**src/rtl/jhb_pkg.sv**
```systemverilog
// Shared constants, types and register indexes of the joint histogram block.
`default_nettype none

package jhb_pkg;

    // Store geometry and field widths
    localparam int MAX_LEFT_BINS  = 64;
    localparam int MAX_RIGHT_BINS = 64;
    localparam int COUNT_WIDTH    = 32;
    localparam int PIXEL_WIDTH    = 16;
    localparam int BIN_W          = 6;
    localparam int ADDR_W         = 12;
    localparam int BCNT_W         = 7;
    localparam int FRAC_BITS      = 8;
    localparam int NUM_W          = PIXEL_WIDTH + FRAC_BITS;
    localparam int STEP_W         = 3;

    localparam logic [COUNT_WIDTH-1:0] COUNT_MAX = '1;

    // Configuration port
    localparam int CFG_IDX_W  = 3;
    localparam int CFG_DATA_W = 16;

    localparam logic [CFG_IDX_W-1:0] CFG_LEFT_LOW    = 3'd0;
    localparam logic [CFG_IDX_W-1:0] CFG_LEFT_WIDTH  = 3'd1;
    localparam logic [CFG_IDX_W-1:0] CFG_LEFT_COUNT  = 3'd2;
    localparam logic [CFG_IDX_W-1:0] CFG_RIGHT_LOW   = 3'd3;
    localparam logic [CFG_IDX_W-1:0] CFG_RIGHT_WIDTH = 3'd4;
    localparam logic [CFG_IDX_W-1:0] CFG_RIGHT_COUNT = 3'd5;

    // Request kinds
    localparam logic REQ_ADD  = 1'b0;
    localparam logic REQ_READ = 1'b1;

    // Queue between the front and the back
    localparam int MID_DEPTH = 4;
    localparam int MID_AW    = 2;

    // One classified operation for the back end
    typedef struct packed {
        logic             rd;
        logic [BIN_W-1:0] row;
        logic [BIN_W-1:0] col;
    } op_t;

endpackage

`default_nettype wire

```
**src/rtl/jhb_front.sv**
```systemverilog
// Front end: configuration registers, request intake and bin index divider.
`default_nettype none

module jhb_front (
    input  wire logic                            clk,
    input  wire logic                            rst_n,
    input  wire logic                            cfg_write,
    input  wire logic [jhb_pkg::CFG_IDX_W-1:0]   cfg_index,
    input  wire logic [jhb_pkg::CFG_DATA_W-1:0]  cfg_data,
    input  wire logic                            accept,
    output logic                                 busy,
    input  wire logic                            req_type,
    input  wire logic [jhb_pkg::PIXEL_WIDTH-1:0] left_pixel,
    input  wire logic [jhb_pkg::PIXEL_WIDTH-1:0] right_pixel,
    input  wire logic [jhb_pkg::BIN_W-1:0]       read_row,
    input  wire logic [jhb_pkg::BIN_W-1:0]       read_col,
    output logic                                 op_push,
    input  wire logic                            op_full,
    output jhb_pkg::op_t                         op_data
);

    typedef enum logic [2:0] {
        F_IDLE = 3'b001,
        F_DIV  = 3'b010,
        F_PUSH = 3'b100
    } front_state_t;

    front_state_t state_reg;
    front_state_t state_next;

    // Configuration
    logic [jhb_pkg::PIXEL_WIDTH-1:0] low_reg   [2];
    logic [jhb_pkg::CFG_DATA_W-1:0]  width_reg [2];
    logic [jhb_pkg::BCNT_W-1:0]      bcnt_reg  [2];

    // Per lane divider state (lane 0 left, lane 1 right)
    logic [jhb_pkg::NUM_W-1:0]  rem_reg  [2];
    logic [jhb_pkg::NUM_W-1:0]  rem_next [2];
    logic [jhb_pkg::BIN_W-1:0]  q_reg    [2];
    logic [jhb_pkg::BIN_W-1:0]  q_next   [2];
    logic                       done_reg [2];
    logic                       done_next[2];
    logic [jhb_pkg::STEP_W-1:0] step_reg;
    logic [jhb_pkg::STEP_W-1:0] step_next;
    logic                       rd_reg;
    logic                       rd_next;

    // Lane helpers
    logic [jhb_pkg::PIXEL_WIDTH-1:0] pix     [2];
    logic [jhb_pkg::BIN_W-1:0]       rd_bin  [2];
    logic [jhb_pkg::PIXEL_WIDTH:0]   diff    [2];
    logic [jhb_pkg::NUM_W-1:0]       num     [2];
    logic [jhb_pkg::NUM_W-1:0]       sub_w   [2];
    logic [jhb_pkg::BIN_W-1:0]       lim     [2];
    logic [jhb_pkg::BIN_W-1:0]       bin_out [2];
    logic                            nonpos  [2];
    logic                            big     [2];

    assign pix[0]    = left_pixel;
    assign pix[1]    = right_pixel;
    assign rd_bin[0] = read_row;
    assign rd_bin[1] = read_col;

    // Configuration writes
    always_ff @(posedge clk or negedge rst_n)
    begin
        if (!rst_n)
        begin
            low_reg[0]   <= '0;
            low_reg[1]   <= '0;
            width_reg[0] <= 16'd256;
            width_reg[1] <= 16'd256;
            bcnt_reg[0]  <= 7'd64;
            bcnt_reg[1]  <= 7'd64;
        end
        else if (cfg_write)
        begin
            unique case (cfg_index)
                jhb_pkg::CFG_LEFT_LOW:    low_reg[0]   <= cfg_data;
                jhb_pkg::CFG_LEFT_WIDTH:  width_reg[0] <= cfg_data;
                jhb_pkg::CFG_LEFT_COUNT:  bcnt_reg[0]  <= cfg_data[jhb_pkg::BCNT_W-1:0];
                jhb_pkg::CFG_RIGHT_LOW:   low_reg[1]   <= cfg_data;
                jhb_pkg::CFG_RIGHT_WIDTH: width_reg[1] <= cfg_data;
                jhb_pkg::CFG_RIGHT_COUNT: bcnt_reg[1]  <= cfg_data[jhb_pkg::BCNT_W-1:0];
                default: ;
            endcase
        end
    end

    // Lane classification, divider step and final clamp
    always_comb
    begin
        for (int l = 0; l < 2; l++)
        begin
            // last bin in use: zero counts as one bin, large counts stop at the store edge
            if (bcnt_reg[l] == '0)
            begin
                lim[l] = '0;
            end
            else if (bcnt_reg[l] > jhb_pkg::BCNT_W'((l == 0) ? jhb_pkg::MAX_LEFT_BINS
                                                             : jhb_pkg::MAX_RIGHT_BINS))
            begin
                lim[l] = jhb_pkg::BIN_W'(((l == 0) ? jhb_pkg::MAX_LEFT_BINS
                                                   : jhb_pkg::MAX_RIGHT_BINS) - 1);
            end
            else
            begin
                lim[l] = jhb_pkg::BIN_W'(bcnt_reg[l] - 1'b1);
            end
            diff[l]   = {pix[l][jhb_pkg::PIXEL_WIDTH-1], pix[l]}
                      - {low_reg[l][jhb_pkg::PIXEL_WIDTH-1], low_reg[l]};
            nonpos[l] = diff[l][jhb_pkg::PIXEL_WIDTH] || (diff[l] == '0);
            num[l]    = {diff[l][jhb_pkg::PIXEL_WIDTH-1:0], {jhb_pkg::FRAC_BITS{1'b0}}};
            // quotient beyond the bin range, or zero width: last bin
            big[l]    = (width_reg[l] == '0)
                     || (num[l] >= (jhb_pkg::NUM_W'(width_reg[l]) << jhb_pkg::BIN_W));
            sub_w[l]  = jhb_pkg::NUM_W'(width_reg[l]) << step_reg;
            bin_out[l] = (!rd_reg && (q_reg[l] > lim[l])) ? lim[l] : q_reg[l];
        end
    end

    // Sequencer
    always_comb
    begin
        state_next = state_reg;
        step_next  = step_reg;
        rd_next    = rd_reg;
        for (int l = 0; l < 2; l++)
        begin
            rem_next[l]  = rem_reg[l];
            q_next[l]    = q_reg[l];
            done_next[l] = done_reg[l];
        end
        unique case (state_reg)
            F_IDLE:
            begin
                if (accept)
                begin
                    rd_next   = req_type;
                    step_next = jhb_pkg::STEP_W'(jhb_pkg::BIN_W - 1);
                    for (int l = 0; l < 2; l++)
                    begin
                        rem_next[l] = num[l];
                        if (req_type == jhb_pkg::REQ_READ)
                        begin
                            q_next[l]    = rd_bin[l];
                            done_next[l] = 1'b1;
                        end
                        else if (nonpos[l])
                        begin
                            q_next[l]    = '0;
                            done_next[l] = 1'b1;
                        end
                        else if (big[l])
                        begin
                            q_next[l]    = lim[l];
                            done_next[l] = 1'b1;
                        end
                        else
                        begin
                            q_next[l]    = '0;
                            done_next[l] = 1'b0;
                        end
                    end
                    state_next = (req_type == jhb_pkg::REQ_READ) ? F_PUSH : F_DIV;
                end
            end
            F_DIV:
            begin
                // one restoring quotient bit per cycle in both lanes
                for (int l = 0; l < 2; l++)
                begin
                    if (!done_reg[l] && (rem_reg[l] >= sub_w[l]))
                    begin
                        rem_next[l]         = rem_reg[l] - sub_w[l];
                        q_next[l][step_reg] = 1'b1;
                    end
                end
                if (step_reg == '0)
                begin
                    state_next = F_PUSH;
                end
                else
                begin
                    step_next = step_reg - 1'b1;
                end
            end
            F_PUSH:
            begin
                if (!op_full)
                begin
                    state_next = F_IDLE;
                end
            end
            default:
            begin
                state_next = F_IDLE;
            end
        endcase
    end

    always_ff @(posedge clk or negedge rst_n)
    begin
        if (!rst_n)
        begin
            state_reg <= F_IDLE;
        end
        else
        begin
            state_reg <= state_next;
        end
    end

    // Datapath registers
    always_ff @(posedge clk)
    begin
        step_reg <= step_next;
        rd_reg   <= rd_next;
        for (int l = 0; l < 2; l++)
        begin
            rem_reg[l]  <= rem_next[l];
            q_reg[l]    <= q_next[l];
            done_reg[l] <= done_next[l];
        end
    end

    assign busy        = (state_reg != F_IDLE);
    assign op_push     = (state_reg == F_PUSH);
    assign op_data.rd  = rd_reg;
    assign op_data.row = bin_out[0];
    assign op_data.col = bin_out[1];

endmodule

`default_nettype wire

```
**config.mk**
```make
export PLATFORM = sky130hd
export DESIGN_NAME = jhb_front
export DESIGN_NICKNAME = d
export VERILOG_FILES = /design/src/rtl/jhb_pkg.sv /design/src/rtl/jhb_front.sv
export SDC_FILE = /design/constraint.sdc
export NUM_CORES = 1
export LEC_CHECK = 0
export ABC_AREA = 1
export BUFFER_PORTS_ARGS = -buffer_cell sky130_fd_sc_hd__clkbuf_2
export CAP_MARGIN = 20
export CORE_MARGIN = 3
export CORE_UTILIZATION = 30
export CTS_BUF_LIST = sky130_fd_sc_hd__clkbuf_2 sky130_fd_sc_hd__clkbuf_4 sky130_fd_sc_hd__clkbuf_8
export DETAILED_ROUTE_END_ITERATION = 8
export PLACE_DENSITY = 0.46
export SYNTH_ARGS = -nofsm -noshare
export SYNTH_HDL_FRONTEND = slang
export SYNTH_SLANG_ARGS = --single-unit
```
**constraint.sdc**
```tcl
create_clock -name clk -period 5.5 [get_ports clk]
set_input_delay 1.375 -clock clk [delete_from_list [all_inputs] [get_ports clk]]
set_output_delay 1.375 -clock clk [all_outputs]
set_load 0.01 [all_outputs]
```
After elaboration in Yosys (flattened, before gate mapping)
Memory sizes are Yosys's and may differ from the RTL's.
Cells that the tools add are included.

storage, ports and cells
  register bits after elaboration = 85
  RAM bits = 62
  input port bits = 69
  output and inout bits = 15
  word-level logic and storage cells = 114
  memories = 3

memory list
  memory    depth  width  rd ports  clocked after memory_dff  write ports  RTL line         text
  rem_reg   2      24     2         0                         2            jhb_front.sv:37  logic [jhb_pkg::NUM_W-1:0] rem_reg [2];
  q_reg     2      6      2         0                         2            jhb_front.sv:39  logic [jhb_pkg::BIN_W-1:0] q_reg [2];
  done_reg  2      1      2         0                         2            jhb_front.sv:41  logic done_reg [2];

operators by class
  $add $sub $neg = 7
  magnitude comparators = 10
  equality and inequality tests = 13
  shifts and indexed selects = 2
  mux-type cells = 38
  bitwise logic cells = 2
  reductions and logical operators = 30

operators by type and width
  kind                   number
  $pmux W48 S2           1
  $mux W6                14
  $ge A24 B22 Y1         2
  $ge A24 B24 Y1         2
  $mux W24               2
  $mux W48               1
  $shl A16 B3 Y24        2
  $sub A24 B24 Y24       2
  $logic_not A17 Y1      2
  $sub A16 B16 Y17       2
  $logic_not A16 Y1      2
  $pmux W12 S2           1
  $mux W3                6
  $gt A7 B7 Y1 const B   2
  $logic_not A7 Y1       2
  $reduce_and A2 Y1      7
  $gt A6 B6 Y1           2
  $mux W12               1
  $or A6 B6 Y6           2
  $sub A6 B1 Y6 const B  2
  $eq A3 B2 Y1 const B   3
  $eq A3 B3 Y1 const B   3
  $pmux W3 S3            1
  $ne A2 B2 Y1 const B   4
  other kinds (15)       34

Logic depth before layout (Yosys ltp)
  depth in word-level cells = 8
  depth in mapped cells = 24

Least setup slack after synthesis
Ideal clock, no wire load.

  path type = reg2reg
  start = reg, netlist name step_reg[0]
  end = mem q_reg[0][10] (netlist name), enable pin
  data arrival time = 3.939 ns
  setup slack = 1.134 ns
  stages on the path, launching flop included = 15
  buffers on the path = 2
  cells stage by stage = edfxtp_1 > clkbuf_1 > clkbuf_1 > o21ai_0 > nand2_1 > o21ai_0 > or2_2 > ha_1 > nand3_1 > nand2_1 > a21oi_2 > o21ai_4 > nand3_1 > a41o_1 > a21oi_1

RTL lines
  element        RTL line
  end, declared  jhb_front.sv:39

==> impl_metrics.toml <==
[clock_network]
clock_latency_ns = 0.49
cts_resized = 0
postCtsSetupRepairBufs = 0
cts_inserted_buffers = 17
cts_hold_buf = 0
cts_tree = "yes"
cts_max_path_buffers = 2
numClockSinks = 147
clk_pin_slew_ns = 0.08
cts_max_level = 4
root_buffer = "clkbuf_8"

[timing]
tns_ns = 0
min_period_ns = 4.68
fin_skew_ns = 0.0167
whs_ns = 0.488
setup_ws_ns = 0.818
worstMarginPinSlew_ns = 0.988
setup_viol = 0
slew_violations = 0
hold_viol = 0
max_freq_mhz = 214
rsz0062_at_grt = "no"
post-route-period-util_pct = 85.1
slew_headroom_pct = 34.0

[route]
final_antenna_net_count = 0
vias = 12400
top_layer_used = "met4"
drc = 0
drt_iter0_drc = 759
dr.pass1.iters = 5
wl_per_cell_um = 16.2
wl_met3_mm = 1.22
via_per_inst = 4.81
finalWirelength_mm = 41.7
wl_met1_mm = 21.2
met2_length_mm = 18.6

[synth]
netlist_instances = 1919
synthArstFlopShare_pct = 55.1
synth-seq-area-share_pct = 30.4
avgSynthCellArea_um2 = 6.88
synth-seq-cells = 147
mappedNetlistNets = 2116
synth_edf_count = 66
synth_ff_type = "dfrtp_1"
synth_cell_types = 54
syn_area_mm2 = 0.0132
yosysWarnings = 0

[critical_path]
cp_max_fo = 12
critical_path_class = "register to output pin"
endpoint = "op_data[9]"
startpoint = "bcnt_reg[7]$_DFFE_PN0P_"
cpMaxStageDelayCell = "dfrtp_1"
reg2reg_from = "step_reg[1]$_SDFFCE_PN0P_"
r2r_setup_slack_ns = 1.36
cpPeakStageDelay_ns = 0.37
startpoint_type = "register"
required_ns = 4.12
setup.worst_path.end_class = "output pin"
crit_arrival_ns = 3.31
crit_chain = "inv_1 -> ha_1 -> nand4_1 -> nand2_1 -> a31oi_1 -> inv_1 -> ha_1 -> nand2_1 -> nor2_1 -> o21ai_0 -> o211ai_1 -> nand3_1 -> o21ai_0 -> clkbuf_2"
reg2regPathDepth = 15
r2r_end = "rem_reg[0][45]$_DFFE_PP_"

[power]
irDropWorstVdd_v = 0.000197
p_leak_uw = 0.00724
pwr_density_cell_mw_per_mm2 = 567

[floorplan]
io_pins = 84
die_w_um = 216
die_h_um = 216
initial_utilization_pct = 30.5
rows = 76
die_area_mm2 = 0.0465
core-area_mm2 = 0.0433

[final_layout]
n_antenna_cell = 0
nets = 2177
largest_reg_flops = 48
mostFrequentLayoutCell = "nand2_1"
final_cell_mix = "nand2_1, inv_1, o21ai_0, ha_1, a21oi_1"
synthToLayoutAreaGrowth_pct = 11.0
drive_gt1_share_pct = 9.63
fillers = 4744
utilization_pct = 33.9

[placed_design]
dp_slack_ns = 0.952
routabilityCongestion = 0.878
dp_hpwl_mm = 33.6
io_buffers = 83

[global_routing]
grt_max_degree = 69
antenna_found_initial = 0
first_global_vias = 11700
grt_first_pass_wirelength_mm = 65.2
overflow = 0
grt_use_total_pct = 17.9

[status]
status = "complete, no violations"

[worst_hold_path]
hold_depth = 2
hold_path_class = "register to register"

[run]
cap_viol_max_count = 0
[cells in the mapped netlist, types with 2 or more instances]
cell type / number / area share [%]
inv_1: 289 / 8.2
o22ai_1: 8 / 0.38
buf_2: 5 / 0.19
nand3b_1: 8 / 0.46
dfrtp_1: 76 / 14
edfxtp_1: 66 / 15
mux2i_1: 7 / 0.53
o21ai_0: 223 / 8.5
ha_1: 124 / 12
nand3_2: 4 / 0.30
nor3b_1: 3 / 0.17
o21a_1: 2 / 0.11
a221oi_1: 3 / 0.20
a21oi_2: 9 / 0.60
a21oi_1: 119 / 4.5
o21bai_1: 8 / 0.46
nand2_2: 14 / 0.66
xnor2_1: 10 / 0.66
o31ai_1: 3 / 0.17
nand4_1: 35 / 1.7
a211oi_1: 6 / 0.34
o21ai_2: 6 / 0.40
a21oi_4: 3 / 0.37
inv_2: 4 / 0.11
nor2_1: 111 / 3.2
or2_2: 9 / 0.43
nor3_2: 2 / 0.15
a31oi_1: 3 / 0.14
fa_1: 4 / 0.61
xor2_1: 17 / 1.1
nor3_1: 26 / 0.99
and2_1: 4 / 0.19
o211ai_1: 4 / 0.23
nand2_1: 546 / 16
clkbuf_1: 44 / 1.3
dfstp_2: 5 / 1.0
nand3_1: 66 / 2.5
nor4_1: 8 / 0.38
o21ai_1: 12 / 0.46
a21o_1: 8 / 0.46
nor2_4: 2 / 0.17
[per-stage QoR]
step	cell area, µm²	total power (µW)	cells
finish	14700	8300	2578
global placement	14300	7380	2546
detailed placement	14300	7380	2546
floorplan	13200	5850	1919
CTS	14700	8330	2578
global route	14700	9170	2578
[critical path, delay by kind of cell (launching register included)]
| family | cells | cell delay [ns] |
|---|---|---|
| AO/OA/AOI/OAI | 4 | 0.86 |
| AND/OR/NAND/NOR | 5 | 0.75 |
| adder cells (fa/ha/maj) | 2 | 0.49 |
| flip-flops | 1 | 0.37 |
| buffers and inverters | 3 | 0.36 |
[worst min-delay path by stage]
stage / endpoint / slack, ns / from
CTS: low_reg[29]$_DFFE_PN0P_ / 0.49 / low_reg[29]$_DFFE_PN0P_
global placement: width_reg[4]$_DFFE_PN0P_ / 0.47 / width_reg[4]$_DFFE_PN0P_
floorplan: bcnt_reg[12]$_DFFE_PN0P_ / 0.45 / bcnt_reg[12]$_DFFE_PN0P_
detailed placement: low_reg[29]$_DFFE_PN0P_ / 0.47 / low_reg[29]$_DFFE_PN0P_
global route: low_reg[29]$_DFFE_PN0P_ / 0.51 / low_reg[29]$_DFFE_PN0P_
finish: low_reg[25]$_DFFE_PN0P_ / 0.49 / low_reg[25]$_DFFE_PN0P_
[cell type report]
cell class | count | area (µm²) | area share (%)
clock buffer | 21 | 270 | 1.84
clock inverter | 11 | 129 | 0.880
inverter | 293 | 1100 | 7.51
tap | 585 | 732 | 5.00
sequential | 147 | 4020 | 27.4
multi-input combinational | 1428 | 7900 | 53.9
timing repair buffer | 93 | 505 | 3.45
[logic make-up after synthesis]
group | share of synthesized area [%]
flip-flops | 30.4
AND/OR/NAND/NOR | 26.8
adder cells (fa/ha/maj) | 12.4
multiplexers | 0.531
AO/OA/AOI/OAI | 17.8
buffers and inverters | 9.86
XOR/XNOR | 2.12
[report_power, final]
part	internal, µW	leakage, µW	total (µW)	switching, µW
registers	1660	0.00163	1910	243
logic	1860	0.00540	5490	3630
clock network	435	0.000206	903	469
total	3960	0.00724	8300	4340
[per-layer routing]
metal / vias up / GRT usage, %
met5: - / 0
met4: 0 / 4.80
met3: 28 / 1.89
met2: 213 / 28.1
met1: 5721 / 26.1
li1: 6445 / -
Power figures use the tool's default switching activity.
