File: config.mk
export PLATFORM = sky130hd
export DESIGN_NAME = jhb_fifo
export DESIGN_NICKNAME = d
export VERILOG_FILES = /design/src/rtl/jhb_pkg.sv /design/src/rtl/jhb_fifo.sv
export SDC_FILE = /design/constraint.sdc
export NUM_CORES = 1
export LEC_CHECK = 0
export BUFFER_PORTS_ARGS = -buffer_cell sky130_fd_sc_hd__buf_2
export CAP_MARGIN = 20
export CORE_MARGIN = 1.5
export CORE_UTILIZATION = 30
export DETAILED_ROUTE_END_ITERATION = 16
export PLACE_DENSITY_LB_ADDON = 0.08
export SKIP_LAST_GASP = 1
export SYNTH_ARGS = -nofsm -noshare
export SYNTH_HDL_FRONTEND = slang
export SYNTH_SLANG_ARGS = --single-unit
File: constraint.sdc
create_clock -name clk -period 1.7 [get_ports clk]
set_input_delay 0.34 -clock clk [delete_from_list [all_inputs] [get_ports clk]]
set_output_delay 0.34 -clock clk [all_outputs]
set_load 0.01 [all_outputs]
File: src/rtl/jhb_pkg.sv
// Shared constants, types and register indexes of the joint histogram block.
`default_nettype none

package jhb_pkg;

    // Store geometry and field widths
    localparam int MAX_LEFT_BINS  = 64;
    localparam int MAX_RIGHT_BINS = 64;
    localparam int COUNT_WIDTH    = 32;
    localparam int PIXEL_WIDTH    = 16;
    localparam int BIN_W          = 6;
    localparam int ADDR_W         = 12;
    localparam int BCNT_W         = 7;
    localparam int FRAC_BITS      = 8;
    localparam int NUM_W          = PIXEL_WIDTH + FRAC_BITS;
    localparam int STEP_W         = 3;

    localparam logic [COUNT_WIDTH-1:0] COUNT_MAX = '1;

    // Configuration port
    localparam int CFG_IDX_W  = 3;
    localparam int CFG_DATA_W = 16;

    localparam logic [CFG_IDX_W-1:0] CFG_LEFT_LOW    = 3'd0;
    localparam logic [CFG_IDX_W-1:0] CFG_LEFT_WIDTH  = 3'd1;
    localparam logic [CFG_IDX_W-1:0] CFG_LEFT_COUNT  = 3'd2;
    localparam logic [CFG_IDX_W-1:0] CFG_RIGHT_LOW   = 3'd3;
    localparam logic [CFG_IDX_W-1:0] CFG_RIGHT_WIDTH = 3'd4;
    localparam logic [CFG_IDX_W-1:0] CFG_RIGHT_COUNT = 3'd5;

    // Request kinds
    localparam logic REQ_ADD  = 1'b0;
    localparam logic REQ_READ = 1'b1;

    // Queue between the front and the back
    localparam int MID_DEPTH = 4;
    localparam int MID_AW    = 2;

    // One classified operation for the back end
    typedef struct packed {
        logic             rd;
        logic [BIN_W-1:0] row;
        logic [BIN_W-1:0] col;
    } op_t;

endpackage

`default_nettype wire

File: src/rtl/jhb_fifo.sv
// Short queue of classified operations between the front and the back end.
`default_nettype none

module jhb_fifo (
    input  wire logic        clk,
    input  wire logic        rst_n,
    input  wire logic        wr_en,
    output logic             wr_full,
    input  wire jhb_pkg::op_t wr_data,
    input  wire logic        rd_en,
    output logic             rd_empty,
    output jhb_pkg::op_t     rd_data
);

    jhb_pkg::op_t                data_reg [jhb_pkg::MID_DEPTH];
    logic [jhb_pkg::MID_AW-1:0]  wptr_reg;
    logic [jhb_pkg::MID_AW-1:0]  rptr_reg;
    logic [jhb_pkg::MID_AW:0]    fill_reg;
    logic [jhb_pkg::MID_AW:0]    fill_next;
    logic                        do_wr;
    logic                        do_rd;

    assign wr_full  = (fill_reg == (jhb_pkg::MID_AW + 1)'(jhb_pkg::MID_DEPTH));
    assign rd_empty = (fill_reg == '0);
    assign do_wr    = wr_en && !wr_full;
    assign do_rd    = rd_en && !rd_empty;
    assign rd_data  = data_reg[rptr_reg];

    // Fill level
    always_comb
    begin
        fill_next = fill_reg;
        if (do_wr && !do_rd)
        begin
            fill_next = fill_reg + 1'b1;
        end
        else if (do_rd && !do_wr)
        begin
            fill_next = fill_reg - 1'b1;
        end
    end

    // Pointers
    always_ff @(posedge clk or negedge rst_n)
    begin
        if (!rst_n)
        begin
            wptr_reg <= '0;
            rptr_reg <= '0;
            fill_reg <= '0;
        end
        else
        begin
            fill_reg <= fill_next;
            if (do_wr)
            begin
                wptr_reg <= wptr_reg + 1'b1;
            end
            if (do_rd)
            begin
                rptr_reg <= rptr_reg + 1'b1;
            end
        end
    end

    // Entry storage
    always_ff @(posedge clk)
    begin
        if (do_wr)
        begin
            data_reg[wptr_reg] <= wr_data;
        end
    end

endmodule

`default_nettype wire

### Word level (Yosys, flattened, before mapping)

Memories as Yosys holds them, arrays and structs flattened.
Index checks and enable logic that the tools add are counted.

* output and inout port bits: 15
* bits of input ports: 17
* latch bits: 0
* RAM bits: 52
* bits in registers: 7
* memories: 1
* ROM bits: 0
* word-level logic and storage cells: 23

Memory list
* data_reg: words 4, bits a word 13, read ports 1, clocked after Yosys merged registers in 0, wr ports 1, line jhb_fifo.sv:15 `jhb_pkg::op_t data_reg [jhb_pkg::MID_DEPTH];`

* equality and inequality tests: 1
* bitwise logic cells: 0
* divide/modulo/power cells: 0
* order comparisons: 0
* multiply operators: 0
* reductions and logical operators: 10
* muxes and demuxes: 4
* add/subtract/negate cells: 4
* shift operators: 0

Operators with widths (number)
* $mux 3: 2
* $add 2x1->2 const B: 2
* $logic_and 1x1->1: 4
* $logic_not 1->1: 4
* $add 3x1->3 const B: 1
* $eq 3x3->1 const B: 1
* $logic_not 3->1: 1
* $sub 3x1->3 const B: 1
* $mux 1: 2
* $reduce_bool 2->1: 1

### Logic depth before layout (Yosys ltp)

Gate-level depths: netlist (run 1).

* depth after elaboration: 7
* mapped depth: 9
* depth with buffers taken out: 8

### Worst setup path after synthesis (run 1)

No wires, ideal clock.

* path type: flip-flop to flip-flop
* from: register fill_reg[0] (netlist name)
* to: register fill_reg[2] (netlist name)
* path buffers: 0
* stages on the path, launching flop included: 9
* arrival: 2.001 ns
* library setup time: 0.079 ns
* data required time: 1.621 ns
* setup slack: -0.380 ns
* period minus slack after synthesis: 2.080 ns
* cell sequence: dfrtp_1 > nor3_1 > nand2b_1 > ha_1 > inv_1 > fa_1 > xor2_1 > nor2_1 > xor2_1

* cells in the longest elaborated chain, start to end: 6
* elaborated cells on any way between the ends: 15
* classes of those cells: add/sub (2); eq/ne (1); mux (2); reduce/logical (10)

Ends and longest elaborated chain
* start: declaration: line jhb_fifo.sv:18 `logic [jhb_pkg::MID_AW:0] fill_reg;`
* start signal: assignment: line jhb_fifo.sv:54 `fill_reg <= fill_next;`
* $logic_not 3->1 *: line jhb_fifo.sv:24 `assign rd_empty = (fill_reg == '0);`
* net rd_empty: line jhb_fifo.sv:11 `output logic rd_empty,`
* $logic_not 1->1 *: line jhb_fifo.sv:26 `assign do_rd = rd_en && !rd_empty;`
* $logic_and 1x1->1 *: line jhb_fifo.sv:26
* $logic_not 1->1: line jhb_fifo.sv:33 `if (do_wr && !do_rd)`
* $logic_and 1x1->1: line jhb_fifo.sv:33
* $mux 3 / $reduce_bool 2->1 (equally long branches)

Mark *: on every way through the listed nets, which the timed path passes. The rest lies on a longest branch. The select of a mux whose other input is x is not followed.
A chain may end at the register's enable or synchronous reset.

==> results of run 1 <==
## per-layer routing
layer	vias up	share of wire
met3	8	0.040
met2	25	0.50
met4	0	0.022
li1	538	-
met5	-	0
met1	575	0.44
## worst max-delay path by stage
stage / start / end / slack (ps) / cells past startpoint
floorplan: fill_reg[0] / fill_reg[1] / -170 / 7
global placement: fill_reg[2] / fill_reg[2] / -70 / 8
detailed placement: fill_reg[2] / fill_reg[2] / -170 / 8
CTS: rptr_reg[0] / rd_data[8] / -230 / 3
global route: rptr_reg[0] / rd_data[4] / -290 / 3
finish: rptr_reg[0] / rd_data[4] / -210 / 3
## power breakdown
group          internal [mW]  switching, mW
logic                   1.26          0.911
registers               1.95          0.148
clock network          0.523          0.489
total                   3.73           1.55
## logic make-up (layout without fill, tap and decap cells)
family,after synthesis,after routing,synth area share
XOR/XNOR,6,6,0.0226
adder cells (fa/ha/maj),6,6,0.0355
buffers and inverters,7,77,0.0231
flip-flops,59,59,0.747
multiplexers,15,15,0.137
AND/OR/NAND/NOR,10,10,0.0344
## timing repair
action | CTS | global route
gates cloned | 0 | 0
hold endpoints to repair | 7 | 0
resized for setup | 8 | 7
buffers inserted | 3 | 5
endpoints found under the setup margin | 15 | 17
pin swaps | 3 | 6
hold buffers | 1 | 0
## metrics by stage
step                      hold slack [ps]  total power, mW
after floorplan                      44.4             3.25
after global placement                185             3.96
after detailed placement              189             4.01
after CTS                             212             5.23
after global routing                  205             5.62
final                                 225             5.28
## final cells by class
| class | count | area (um^2) | area share |
|---|---|---|---|
| multi-input combinational | 37 | 573 | 0.186 |
| timing repair buffer | 58 | 472 | 0.154 |
| inverter | 3 | 11.3 | 0.00366 |
| clock buffer | 13 | 139 | 0.0452 |
| clock inverter | 3 | 15.0 | 0.00489 |
| tap | 99 | 124 | 0.0403 |
| sequential | 59 | 1740 | 0.566 |
## cells in the mapped netlist
library cell  number
edfxtp_1          52
mux4_2            13
dfrtp_1            7
ha_1               5
and2_2             4
xnor2_1            4
inv_1              3
buf_6              2
xor2_1             2
buf_2              1
buf_8              1
fa_1               1
mux2_2             1
mux2_4             1
nand2b_1           1
nand3b_1           1
nor2_1             1
nor2b_2            1
nor3_1             1
nor3b_4            1
## critical path, cell delays in order, from the launching register on
cell and delay, ps:
dfrtp_1 380, buf_6 180, mux4_2 540, buf_6 140
==> impl_metrics.toml, run 1 <==
[status]
outcome = "complete, but fails checks"
violations = "setup timing"

[run]
drv_cap = 0

[clock_network]
cts.sinks = 59
clk_path_buf_depth = 2
insertion_delay_ps = 320
numCtsBuffers = 9
htreeDepth = 3
path_clk_slew_ps = 60
root_buffer = "clkbuf_8"
cts_tree = "yes"

[layout]
area_growth_pct = 32.2
final_common_cell = "edfxtp_1"
largest_register_ffs = 52
design_area_um2 = 3070
instances_no_fill = 272
fin_util = 0.417
layout-drive-gt1-share = 0.561
final_cell_mix = "edfxtp_1, buf_2, buf_4"
nets = 191
fillers = 689
diodes = 0

[global_routing]
met1_usage = 0.138
grt_max_degree = 12
grt.busiest_layer = "met2"
grtUsageTotal = 0.115
grt_pass1_wl_mm = 6.69
use_met2 = 0.179
grt_pass1_vias = 1279
grt-ovfl-total = 0
use_met3 = 0.0394
antenna_found_initial = 0

[power_and_ir_drop]
p_per_area_nw_per_um2 = 1720
peakVddDrop_mv = 0.575
power_leakage_nw = 1.14

[setup_path]
critPathRequiredTime_ps = 1360
r2r_start = "fill_reg[2]"
path_max_fanout = 7
arrival_ps = 1570
cp-start-kind = "register"
reg2regPathDepth = 8
critPathKind = "register to output pin"
r2r-end = "fill_reg[2]"
reg2reg_setup_slack_ps = -110
end_kind = "output pin"

[placement]
gp_congestion = 0.655
dp_hpwl_mm = 2.83
place_ws_ps = -168
io_buffers = 31
placed_area_um2 = 2780
dp.cells = 247

[hold_path]
hold_path.class = "input pin to register"
hold_depth = 1
hold_end = "data_reg[1][0]"
min_from = "wr_data[0]"

[synthesis]
ys_seq_elements = 59
netlist_area_um2 = 2320
syn_inst = 103
ys_top_cells_by_area = "edfxtp_1, mux4_2, dfrtp_1"
synth_seq_area_share = 0.747
ys_types = 20
synth_top_area_cell = "edfxtp_1"
syn_avg_cell_area_um2 = 22.6
syn_nets = 126
yosysWarnings = 0
synth_top_cell_area_share = 0.672

[drt]
first_iter_violations = 67
vias = 1146
ant_nets = 0
drc = 0
dr.pass1.iters = 3
finalWirelength_mm = 4.18
avgViaCountPerCell = 4.21
wl_per_cell_um = 15.4

[sta]
fin_skew_ps = 5.68
setup_viol = 26
hold_viol_final = 0
fin_tns_setup_ps = -2590
final_max_slew_viol_count = 0
period_share = 1.12
layout_setup_ws_ps = -205
period_minus_slack_ps = 1910
worst_slew_pin_slew_ps = 178
relSlewSlack = 0.882
rsz0062_at_grt = "yes"
fmax_ghz = 0.525

[floorplanning]
dieHeight_um = 91.0
num_io_pins = 32
rows = 31
coreArea_um2 = 7370
die_x_um = 91.0
die_area_um2 = 8290
start_util = 0.315
Power figures use the tool's default switching activity.
==> run 2, diff against run 1 <==
CORE_MARGIN = default   (was 1.5)
==> impl_metrics.toml, run 2 (synthesis results as in run 1) <==
[status]
outcome = "complete, but fails checks"
violations = "setup timing"

[sta]
hold_ws_ps = 226
period_share = 1.12
relSlewSlack = 0.873
worst_slew_pin_slew_ps = 190
rsz0062_at_grt = "yes"
period_minus_slack_ps = 1910
final_max_slew_viol_count = 0
hold_viol_final = 0
fin_skew_ps = 5.61
setup_viol = 15
fmax_ghz = 0.524
layout_setup_ws_ps = -207

[floorplanning]
coreArea_um2 = 7370
rows = 31
start_util = 0.315
num_io_pins = 32
dieHeight_um = 90.0
die_x_um = 90.0
die_area_um2 = 8110

[layout]
fillers = 685
layout-drive-gt1-share = 0.550
fin_util = 0.416
largest_register_ffs = 52
final_common_cell = "edfxtp_1"
nets = 188
final_cell_mix = "edfxtp_1, buf_2, buf_4"
diodes = 0
design_area_um2 = 3070
area_growth_pct = 31.9

[clock_network]
htreeDepth = 3
insertion_delay_ps = 320
root_buffer = "clkbuf_8"
cts.sinks = 59
numCtsBuffers = 9
path_clk_slew_ps = 60
cts_tree = "yes"
clk_path_buf_depth = 2

[run]
drv_cap = 0

[setup_path]
crit_path_top_delay_cell = "mux4_2"
slowest_delay_ps = 550
critPathKind = "register to output pin"
cp-start-kind = "register"
arrival_ps = 1570
reg2regPathDepth = 7
r2r_start = "fill_reg[1]"
crit_path_frequent_cell = "buf_6"
critPathRequiredTime_ps = 1360
crit_start = "rptr_reg[0]"
cp_cell_sequence = "buf_6 -> mux4_2 -> buf_6"
end_kind = "output pin"
path_max_fanout = 7

[drt]
finalWirelength_mm = 4.24
dr.pass1.iters = 4
first_iter_violations = 69
wl_per_cell_um = 15.8
avgViaCountPerCell = 4.29
ant_nets = 0
drc = 0
vias = 1151

[hold_path]
hold_path.class = "input pin to register"
hold_depth = 1
min_from = "wr_data[11]"

[placement]
dp_hpwl_mm = 2.84
gp_congestion = 0.686
place_ws_ps = -126
io_buffers = 31
placed_area_um2 = 2790

[global_routing]
grt_max_degree = 12
antenna_found_initial = 0
grt_pass1_vias = 1276
grtUsageTotal = 0.119
grt_pass1_wl_mm = 6.86
grt-ovfl-total = 0

[power_and_ir_drop]
power_leakage_nw = 1.13
p_per_area_nw_per_um2 = 1750
peakVddDrop_mv = 0.778
p_total_mw = 5.37
## run 2: cell count changes in the layout (fill, tap and decap cells not counted), sizes merged
cell	before	now
buf	57	54
bufinv	0	1
clkbuf	13	11
## run 2: worst max-delay path, delay by kind of cell, from the launching register on
family	cells	cell delay [ps]
buf+inv	2	310
flops	1	380
mux	1	550
## run 2: power by group
part | internal (mW) | switching [mW]
registers | 1.95 | 0.139
clock network | 0.657 | 0.499
logic | 1.22 | 0.907
## run 2: stage by stage
step	setup TNS (ps)	instances
final	-2490	268
after floorplan	-329	103
after detailed placement	-183	248
after global routing	-3790	268
after global placement	-90.0	248
after CTS	-3170	268
## run 2: repair_timing
action                                  CTS  global route
hold endpoints to repair                  7             0
gates resized for setup                   9             4
buffers inserted                          4             1
pin swaps                                 5             5
hold buffers                              1             0
endpoints found under the setup margin   15            38
## run 2: final timing paths
check / slack [ps] / endpoint
hold reg to reg: 590 / wptr_reg[1]
hold / removal: 230 / data_reg[1][11]
setup / recovery: -210 / rd_data[5]
setup reg to reg: -130 / fill_reg[1]
max in group asynchronous: 1120 / fill_reg[0]
min in group asynchronous: 380 / rptr_reg[0]
## run 2: routing by layer
metal  up-vias  GRT usage  share of wire
met5         -          0              0
met4         0     0.0766          0.023
met3         9     0.0381          0.042
met2        25      0.188           0.51
met1       580      0.141           0.42
li1        537          -              -
## run 2: final cells by class
type / instances / area, um^2 / area share
Inverter: 3 / 11.3 / 0.00367
Tap cell: 99 / 124 / 0.0404
Clock buffer: 11 / 131 / 0.0429
Clock inverter: 4 / 42.5 / 0.0139
Multi-Input combinational cell: 37 / 568 / 0.185
Timing Repair Buffer: 55 / 449 / 0.147
Sequential cell: 59 / 1740 / 0.567
==> run 3, diff against run 2 <==
CTS_BUF_LIST = sky130_fd_sc_hd__clkbuf_2 sky130_fd_sc_hd__clkbuf_4 sky130_fd_sc_hd__clkbuf_8   (was default)
==> impl_metrics.toml, run 3 (synthesis results as in run 1) <==
[status]
outcome = "complete, but fails checks"
violations = "setup timing"

[clock_network]
cts_tree = "yes"
insertion_delay_ps = 320
root_buffer = "clkbuf_8"
numCtsBuffers = 9
htreeDepth = 3
clk_path_buf_depth = 2
path_clk_slew_ps = 60
cts.sinks = 59

[sta]
rsz0062_at_grt = "yes"
period_minus_slack_ps = 1900
fmax_ghz = 0.525
fin_skew_ps = 5.65
relSlewSlack = 0.873
layout_setup_ws_ps = -204
fin_tns_setup_ps = -2460
final_max_slew_viol_count = 0
hold_ws_ps = 226
hold_viol_final = 0
period_share = 1.12
setup_viol = 15
worst_slew_pin_slew_ps = 190

[setup_path]
arrival_ps = 1560
cp-start-kind = "register"
end_kind = "output pin"
path_max_fanout = 7
cp_cell_sequence = "buf_6 -> mux4_2 -> buf_6"
critPathKind = "register to output pin"
reg2regPathDepth = 7
crit_path_top_delay_cell = "mux4_2"
critPathRequiredTime_ps = 1360
path_delay_family = "multiplexers"
crit_path_frequent_cell = "buf_6"
crit_buf_inv = 2
slowest_delay_ps = 550
worst-path-stages = 3

[drt]
wl_per_cell_um = 15.8
drc = 0
finalWirelength_mm = 4.23
first_iter_violations = 69
vias = 1150
avgViaCountPerCell = 4.29
dr.pass1.iters = 4
ant_nets = 0

[layout]
diodes = 0
layout-drive-gt1-share = 0.562
fin_util = 0.417
area_growth_pct = 32.2
seq_area_um2 = 1740
nets = 188
final_cell_mix = "edfxtp_1, buf_2, buf_4"
fillers = 682
final_common_cell = "edfxtp_1"
multiInputGateArea_um2 = 568
largest_register_ffs = 52

[global_routing]
grt_max_degree = 12
use_met3 = 0.0381
grt_pass1_wl_mm = 6.86
grt_pass1_vias = 1276
grt-ovfl-total = 0
grt.busiest_layer = "met2"
antenna_found_initial = 0
met1_usage = 0.141
grtUsageTotal = 0.119
use_met2 = 0.188

[run]
drv_cap = 0

[power_and_ir_drop]
power.internal_mw = 3.86
clkPwrFrac = 0.219
p_switching_mw = 1.54
power_leakage_nw = 1.14
peakVddDrop_mv = 0.778
switching_share = 0.286
power_frac_seq = 0.387
p_per_area_nw_per_um2 = 1760
pwr-share-comb = 0.394
p_total_mw = 5.40

[floorplanning]
coreArea_um2 = 7370
dieHeight_um = 90.0
rows = 31
die_x_um = 90.0
die_area_um2 = 8110
num_io_pins = 32
start_util = 0.315

[placement]
io_buffers = 31
place_ws_ps = -126
dp_hpwl_mm = 2.84
gp_congestion = 0.686

[hold_path]
hold_depth = 1
hold_path.class = "input pin to register"
-- run 3: changes by cell type in the layout (fill, tap and decap cells not counted) --
cell and delta:
clkbuf_4 +2, clkbuf_1 -2
-- run 3: through the flow --
stage	instance area [um^2]	std cells
finish	3070	268
CTS	3050	268
floorplan	2360	103
global route	3070	268
global placement	2790	248
detailed placement	2790	248
-- run 3: power by group through the flow --
| stage | logic, mW | clock network, mW | registers (mW) |
|---|---|---|---|
| 3_5_place_dp | 1.90 | 0 | 2.12 |
| 5_1_grt | 2.33 | 1.28 | 2.13 |
| 3_3_place_gp | 1.87 | 0 | 2.10 |
| 2_1_floorplan | 1.14 | 0 | 2.11 |
| 4_1_cts | 2.09 | 1.23 | 2.10 |
| 6_report | 2.13 | 1.18 | 2.09 |
-- run 3: what timing repair did --
action | 4_1_cts | 5_1_grt
resized for setup | 9 | 4
endpoints found under the hold margin | 7 | 0
hold buffers | 1 | 0
pin swaps | 5 | 5
buffers inserted | 4 | 1
endpoints found under the setup margin | 15 | 38
-- run 3: worst register-to-register path, delay by kind of cell, from the launching register on --
| kind | cells | cell delay, ps |
|---|---|---|
| fa+ha+maj | 2 | 580 |
| buf+inv | 2 | 180 |
| flops | 1 | 430 |
| simple gates | 2 | 260 |
| mux | 1 | 260 |
-- run 3: cell type report --
cell class | count | area share
inverters | 3 | 0.00366
clock inverters | 4 | 0.0138
repair buffers | 55 | 0.146
well taps | 99 | 0.0403
multi-input cells | 37 | 0.185
clock buffers | 11 | 0.0452
flip-flops and latches | 59 | 0.566
-- run 3: path summary, 6_finish.rpt --
kind                        startpoint              end  slack (ps)
max                        rptr_reg[0]       rd_data[5]        -200
min in group asynchronous        rst_n      rptr_reg[1]         380
max in group asynchronous        rst_n      fill_reg[0]        1120
min                        wr_data[11]  data_reg[1][11]         230
min reg2reg                wptr_reg[1]      wptr_reg[1]         590
max reg2reg                fill_reg[1]      fill_reg[1]        -130
-- run 3: per-layer routing --
layer / vias up / part of all wire
li1: 537 / -
met1: 578 / 0.42
met2: 26 / 0.51
met3: 9 / 0.042
met4: 0 / 0.023
met5: - / 0
